<file path="config.mk">
export PLATFORM = sky130hd
export DESIGN_NAME = http_method_name_matcher_top
export DESIGN_NICKNAME = d
export VERILOG_FILES = /design/src/rtl/hmm_pkg.sv /design/src/rtl/http_method_name_matcher_top.sv
export VERILOG_INCLUDE_DIRS = /design/src /design/src/rtl
export SDC_FILE = /design/constraint.sdc
export NUM_CORES = 1
export LEC_CHECK = 0
export BUFFER_PORTS_ARGS = -buffer_cell sky130_fd_sc_hd__buf_2
export CAP_MARGIN = 20
export CORE_ASPECT_RATIO = 1.25
export CORE_MARGIN = 4
export CORE_UTILIZATION = 39
export CTS_CLUSTER_SIZE = 25
export DETAILED_ROUTE_END_ITERATION = 10
export SETUP_SLACK_MARGIN = 0.1
export SLEW_MARGIN = 20
export SYNTH_ARGS = -nofsm -noshare
export SYNTH_HDL_FRONTEND = slang
export SYNTH_SLANG_ARGS = --single-unit
</file>
<file path="constraint.sdc">
create_clock -name clk_i -period 3.7 [get_ports clk_i]
set_input_delay 0 -clock clk_i [delete_from_list [all_inputs] [get_ports clk_i]]
set_output_delay 0 -clock clk_i [all_outputs]
set_load 0.01 [all_outputs]
</file>
<file path="src/rtl/http_method_name_matcher_top_defines.svh">
// assertion macros for the http method name matcher
`ifndef HTTP_METHOD_NAME_MATCHER_TOP_DEFINES_SVH
`define HTTP_METHOD_NAME_MATCHER_TOP_DEFINES_SVH

`ifndef SYNTHESIS

// checked only out of reset
`define HMM_ASSERT(lbl, prop) \
  lbl: assert property (@(posedge clk_i) disable iff (!rst_ni) prop) \
    else $error("hmm assertion failed");

// checked at every edge, reset included
`define HMM_ASSERT_ALWAYS(lbl, prop) \
  lbl: assert property (@(posedge clk_i) prop) \
    else $error("hmm assertion failed");

`else

`define HMM_ASSERT(lbl, prop)
`define HMM_ASSERT_ALWAYS(lbl, prop)

`endif

`endif

</file>
<file path="src/rtl/hmm_pkg.sv">
// constants, method name table and helpers for the http method name matcher
package hmm_pkg;

  localparam int unsigned TABLE_ROWS   = 27;
  localparam int unsigned MAX_NAME_LEN = 11;
  localparam int unsigned POS_W        = 4;
  localparam int unsigned CODE_W       = 5;
  localparam int unsigned STR_W        = 8 * MAX_NAME_LEN;

  localparam logic [POS_W-1:0] POS_MAX   = {POS_W{1'b1}};
  localparam logic [POS_W-1:0] POS_LIMIT = POS_W'(MAX_NAME_LEN);

  localparam logic [7:0] CHR_NUL     = 8'h00;
  localparam logic [7:0] CHR_LOWER_A = 8'h61;
  localparam logic [7:0] CHR_LOWER_Z = 8'h7a;
  localparam logic [7:0] CASE_OFFSET = 8'h20;

  typedef logic [POS_W-1:0]  pos_t;
  typedef logic [CODE_W-1:0] code_t;
  typedef logic [STR_W-1:0]  name_str_t;

  // names are right-justified, first character in the highest used byte
  localparam name_str_t NAME_STR [TABLE_ROWS] = '{
    "DELETE", "GET", "HEAD", "POST", "PUT", "CONNECT", "OPTIONS", "TRACE",
    "COPY", "LOCK", "MKCOL", "MOVE", "PROPFIND", "PROPPATCH", "SEARCH",
    "UNLOCK", "REPORT", "MKACTIVITY", "CHECKOUT", "MERGE", "M-SEARCH",
    "NOTIFY", "SUBSCRIBE", "UNSUBSCRIBE", "PATCH", "PURGE", "MKCALENDAR"
  };

  localparam int unsigned NAME_LEN [TABLE_ROWS] = '{
    6, 3, 4, 4, 3, 7, 7, 5, 4, 4, 5, 4, 8, 9, 6, 6, 6, 10, 8, 5, 8, 6, 9,
    11, 5, 5, 10
  };

  // character of a table row at a position, zero past the end of the name
  function automatic logic [7:0] name_char(input int unsigned row, input pos_t pos);
    name_str_t   s;
    int unsigned len;
    s   = NAME_STR[row];
    len = NAME_LEN[row];
    if (32'(pos) < len) begin
      name_char = 8'(s >> (8 * (len - 1 - 32'(pos))));
    end else begin
      name_char = CHR_NUL;
    end
  endfunction

  // only ascii letters fold; the table holds upper case only
  function automatic logic [7:0] fold_case(input logic [7:0] c);
    if (c >= CHR_LOWER_A && c <= CHR_LOWER_Z) begin
      fold_case = c - CASE_OFFSET;
    end else begin
      fold_case = c;
    end
  endfunction

endpackage

</file>
<file path="src/rtl/http_method_name_matcher_top.sv">
// http method name matcher: byte input register, match mask and result register
//
//   channel | handshake                   | payload
//   --------+-----------------------------+-------------------------------
//   in      | in_valid_i / in_stall_o     | name_byte_i
//   out     | out_valid_o / out_stall_i   | found_o, method_code_o
//
// one byte per cycle while in_stall_o is low; a byte waits in the input
// register and the mask update runs from there; out_valid_o is registered
// when the terminator fires out of the input register.
// reset gives an empty pipeline, a full match mask and position zero.
// a stalled result holds only a terminator in the input register; name bytes
// keep flowing while the result waits.
`include "http_method_name_matcher_top_defines.svh"

module http_method_name_matcher_top
  import hmm_pkg::*;
#(
  parameter int unsigned NAME_COUNT = 27
) (
  input  logic              clk_i,
  input  logic              rst_ni,
  input  logic              in_valid_i,
  output logic              in_stall_o,
  input  logic [7:0]        name_byte_i,
  output logic              out_valid_o,
  input  logic              out_stall_i,
  output logic              found_o,
  output logic [CODE_W-1:0] method_code_o
);

  localparam int unsigned ROWS = (NAME_COUNT > TABLE_ROWS) ? TABLE_ROWS : NAME_COUNT;

  logic            in_valid_q;
  logic [7:0]      in_byte_q;
  logic [ROWS-1:0] mask_q, mask_d;
  pos_t            pos_q, pos_d;
  logic            out_valid_q, out_valid_d;
  logic            found_q, found_d;
  code_t           code_q, code_d;

  logic            out_free;
  logic            is_term;
  logic            fire;
  logic [7:0]      byte_fold;
  logic [ROWS-1:0] row_ok;
  logic [ROWS-1:0] row_end;
  logic            len_ok;

  assign out_free  = !out_valid_q || !out_stall_i;
  assign is_term   = (in_byte_q == CHR_NUL);
  assign fire      = in_valid_q && (!is_term || out_free);
  assign in_stall_o = in_valid_q && !fire;
  assign byte_fold = fold_case(in_byte_q);
  assign len_ok    = (pos_q != '0) && (pos_q <= POS_LIMIT);

  // per-row compare against the table character at the current position
  for (genvar r = 0; r < ROWS; r++) begin : g_row
    logic [7:0] tc;
    assign tc         = name_char(r, pos_q);
    assign row_ok[r]  = (tc != CHR_NUL) && (tc == byte_fold);
    assign row_end[r] = mask_q[r] && (tc == CHR_NUL);
  end

  always_comb begin
    mask_d = mask_q;
    pos_d  = pos_q;
    if (fire) begin
      if (is_term) begin
        mask_d = '1;
        pos_d  = '0;
      end else begin
        if (pos_q >= POS_LIMIT) begin
          mask_d = '0;
        end else begin
          mask_d = mask_q & row_ok;
        end
        if (pos_q != POS_MAX) begin
          pos_d = pos_q + 1'b1;
        end
      end
    end
  end

  always_comb begin
    found_d = 1'b0;
    code_d  = '0;
    // lowest code wins, walked from the top down
    for (int i = ROWS - 1; i >= 0; i--) begin
      if (len_ok && row_end[i]) begin
        found_d = 1'b1;
        code_d  = CODE_W'(i);
      end
    end
  end

  always_comb begin
    out_valid_d = out_valid_q;
    if (out_free) begin
      out_valid_d = fire && is_term;
    end
  end

  always_ff @(posedge clk_i or negedge rst_ni) begin
    if (!rst_ni) begin
      in_valid_q  <= 1'b0;
      out_valid_q <= 1'b0;
      mask_q      <= '1;
      pos_q       <= '0;
    end else begin
      if (!in_stall_o) begin
        in_valid_q <= in_valid_i;
      end
      out_valid_q <= out_valid_d;
      mask_q      <= mask_d;
      pos_q       <= pos_d;
    end
  end

  always_ff @(posedge clk_i) begin
    if (in_valid_i && !in_stall_o) begin
      in_byte_q <= name_byte_i;
    end
    if (out_free && fire && is_term) begin
      found_q <= found_d;
      code_q  <= code_d;
    end
  end

  assign out_valid_o   = out_valid_q;
  assign found_o       = found_q;
  assign method_code_o = code_q;

  // only a waiting terminator behind a stalled result can block the input
  `HMM_ASSERT(a_stall_cause, in_stall_o |-> (in_valid_q && is_term && out_valid_q && out_stall_i))
  // a terminator puts the match state back to its reset value
  `HMM_ASSERT(a_term_restart, (fire && is_term) |=> (pos_q == '0 && mask_q == '1))
  // an overlong name kills every row
  `HMM_ASSERT(a_too_long, (fire && !is_term && pos_q >= POS_LIMIT) |=> (mask_q == '0))
  // a found code lies in the table; a miss reports code zero
  `HMM_ASSERT(a_code_range, (out_valid_q && found_q) |-> (32'(code_q) < ROWS))
  `HMM_ASSERT(a_miss_code, (out_valid_q && !found_q) |-> (code_q == '0))
  // a clock edge in reset is followed by no valid result and no input stall
  `HMM_ASSERT_ALWAYS(a_reset_quiet, !rst_ni |=> (!out_valid_o && !in_stall_o))

endmodule

</file>
==> impl_metrics.yaml <==
status:
  status: "complete, no violations"
logic_synthesis:
  ys.flop_type: "dfstp_2"
  synth_area_um2: 6366
  yosys-top-cells-count: "a21oi_1, nor2_1, nand2_1, o21ai_0, xnor2_1"
  avgSynthCellArea_um2: 7.185
  synthArstFlopShare_pct: 70.21
  ys_ff_latch: 47
  synthDominantAreaCellType: "dfstp_2"
  yosys.area.top_type_share_pct: 11.14
  syn-num-nets: 912
  yosys.cell_types.count: 90
  synth_area_leaders: "dfstp_2, a21oi_1, edfxtp_1"
  synth_warnings: 0
  ys_seq_area_share_pct: 20.11
  synth-edff-count: 14
  synthCells: 886
route:
  dr.pass1.iters: 6
  ant_nets: 0
  drt_iter0_drc: 866
  drc_errors: 0
  drt-total-wl_um: 23920
  wire_per_inst_um: 21.80
  via_per_inst: 6.540
  num_vias: 7174
global_route:
  grt_max_degree: 48
  antenna_found_initial: 0
  grt_pass1_wl_um: 36710
  grtUsageTotal_pct: 25.49
  grt_overflow: 0
  grt_pass1_vias: 6500
die:
  start_util_pct: 40.23
  std_cell_rows: 51
  ios: 20
  fp.dieArea_um2: 18440
  fp.dieW_um: 122.3
  core_area_um2: 15830
  die_h_um: 150.8
worst_setup_path:
  rr_worst_depth: 11
  criticalPathCategory: "register to register"
  r2r_slack_ps: 430
  worst_ep_required_time_ps: 3750
  crit_start: "pos_q[2]"
  crit_buf_inv: 2
  crit_end: "found_o"
  worst_path_most_repeated_cell: "ha_1"
  cp_cell_sequence: "inv_1 > ha_1 > buf_4 > ha_1 > nand4b_1 > o22ai_1 > nor4b_1 > o21bai_1 > a221o_1 > nor3b_1 > nand2b_1"
  critPathMaxFanout: 9
  endpoint_kind: "register"
  slowest_delay_ps: 500
  path_delay_family: "compound AO/OA/AOI/OAI gates"
  critical_path_depth: 11
  critPathSlowestCell: "o22ai_1"
  critPathLaunchType: "register"
  timing.rr.end: "found_o"
  crit_arrival_ps: 3320
  rr_startpoint: "pos_q[2]"
pwr:
  ir_worst_vdd_uv: 347.1
  power_density_nw_per_um2: 834.0
  p_total_mw: 5.794
  p_leak_nw: 2.437
cts:
  post_cts_buffers: 0
  worstSkewPairLatency_ps: 310
  h-tree-depth: 2
  clk_pin_slew_ps: 90
  clock-root-buffer: "clkbuf_16"
  numCtsBuffers: 5
  clockBufferDepth: 2
  cts_tree: "built"
  cts_sinks: 47
finish:
  diodes: 0
  fin_cells: 1097
  fillCellCount: 1666
  fin_util_pct: 43.90
  drive_gt1_share_pct: 13.79
  area_growth_pct: 9.119
  ff_latch_area_um2: 1285
  multi_input_area_um2: 4684
  layout.nets: 910
timing:
  relSlewSlack_pct: 42.71
  finalSetupTns_ps: 0
  hold_viol: 0
  fmax_mhz: 305.8
  min_period_over_period_pct: 88.38
  finalSetupViolCount: 0
  tightest_slew_ps: 837.7
  grt_setup_unrepaired: "false"
  timing.hold.ws_ps: 336.3
  slew_viol_final: 0
  fin_crit_ps: 3270
  fin_skew_ps: 14.05
placed_design:
  io_buffers: 19
  dp.final_hpwl_um: 17020
  dpl.cell_count: 1078
  gp_congestion: 0.9818
job:
  drv_cap: 0
worst_hold_path:
  hold_class: "input pin to asynchronous set/reset pin"
metal layers:
layer	track usage, %	vias to the layer above	routed length (µm)
met4	11.88	0	1039
li1	-	3323	-
met5	0	-	0
met1	33.72	3380	9646
met2	41.21	400	11070
met3	3.250	71	2163
worst register-to-register path, stage by stage (launching register included):
cell and delay, ps:
dfrtp_2 400, inv_1 180, ha_1 240, buf_4 170
ha_1 250, nand4b_1 170, o22ai_1 500, nor4b_1 180
o21bai_1 250, a221o_1 300, nor3b_1 280, nand2b_1 80
cell type report:
class | count | area share, %
inverters | 19 | 1.027
repair buffers | 66 | 6.844
multi-input cells | 745 | 67.44
flip-flops and latches | 47 | 18.50
clock buffers | 6 | 2.161
clock inverters | 2 | 0.2161
well taps | 212 | 3.818
logic make-up (layout without fill, tap and decap cells):
| group | count (synthesis) | in the layout | synth area share (%) |
|---|---|---|---|
| compound gates | 310 | 310 | 32.92 |
| xor+xnor | 58 | 58 | 7.979 |
| fa+ha+maj | 14 | 14 | 2.752 |
| buf+inv | 94 | 93 | 6.427 |
| flops | 47 | 47 | 20.11 |
| mux | 7 | 7 | 1.160 |
| simple gates | 356 | 356 | 28.66 |
flip-flops by register name, indices dropped and copies added, names as in the netlist:
register	cells
found_o	1
in_byte_q	8
pos_q	4
in_valid_q	1
mask_q	27
method_code_o	5
out_valid_o	1
worst min-delay path by stage:
stage / from / end / slack, ps / cells past startpoint
floorplan: rst_ni / in_valid_q / -300 / 0
global route: name_byte_i[4] / in_byte_q[4] / 410 / 2
finish: rst_ni / pos_q[1] / 340 / 2
detailed placement: rst_ni / pos_q[1] / 160 / 1
CTS: rst_ni / pos_q[2] / 380 / 2
global placement: rst_ni / pos_q[1] / 150 / 1
per-stage QoR:
| stage | instance area (µm²) | setup slack, ps |
|---|---|---|
| floorplan | 6366 | 426.9 |
| global placement | 6664 | 568.5 |
| detailed placement | 6664 | 507.4 |
| CTS | 6939 | 487.9 |
| global route | 6947 | 169.2 |
| finish | 6947 | 430.1 |
cells in the final DEF, fill, tap and decap left out, types with 7 or more instances in the layout:
cell,n
a211oi_1,9
a21oi_1,85
a31oi_1,13
a32o_1,9
and2_1,7
and3_1,7
buf_2,19
buf_4,36
dfstp_2,27
dlygate4sd3_1,11
edfxtp_1,14
ha_1,14
inv_1,17
nand2_1,73
nand2b_1,22
nand3_1,43
nand4_1,15
nand4b_1,7
nor2_1,85
nor2b_1,11
nor3_1,33
nor4_1,9
o211ai_1,17
o21a_1,8
o21ai_0,65
o22ai_1,11
o31ai_1,17
or2_2,7
xnor2_1,47
xor2_1,10
power by group:
group | switching, mW | internal, mW
combinational | 3.02 | 1.58
sequential | 0.0651 | 0.576
clock | 0.254 | 0.297
total | 3.34 | 2.45
timing repair:
action	in CTS	in global routing
hold buffers	11	0
setup endpoints to repair	0	0
gates resized for setup	0	0
hold endpoints to repair	16	0
Power figures use the tool's default switching activity.
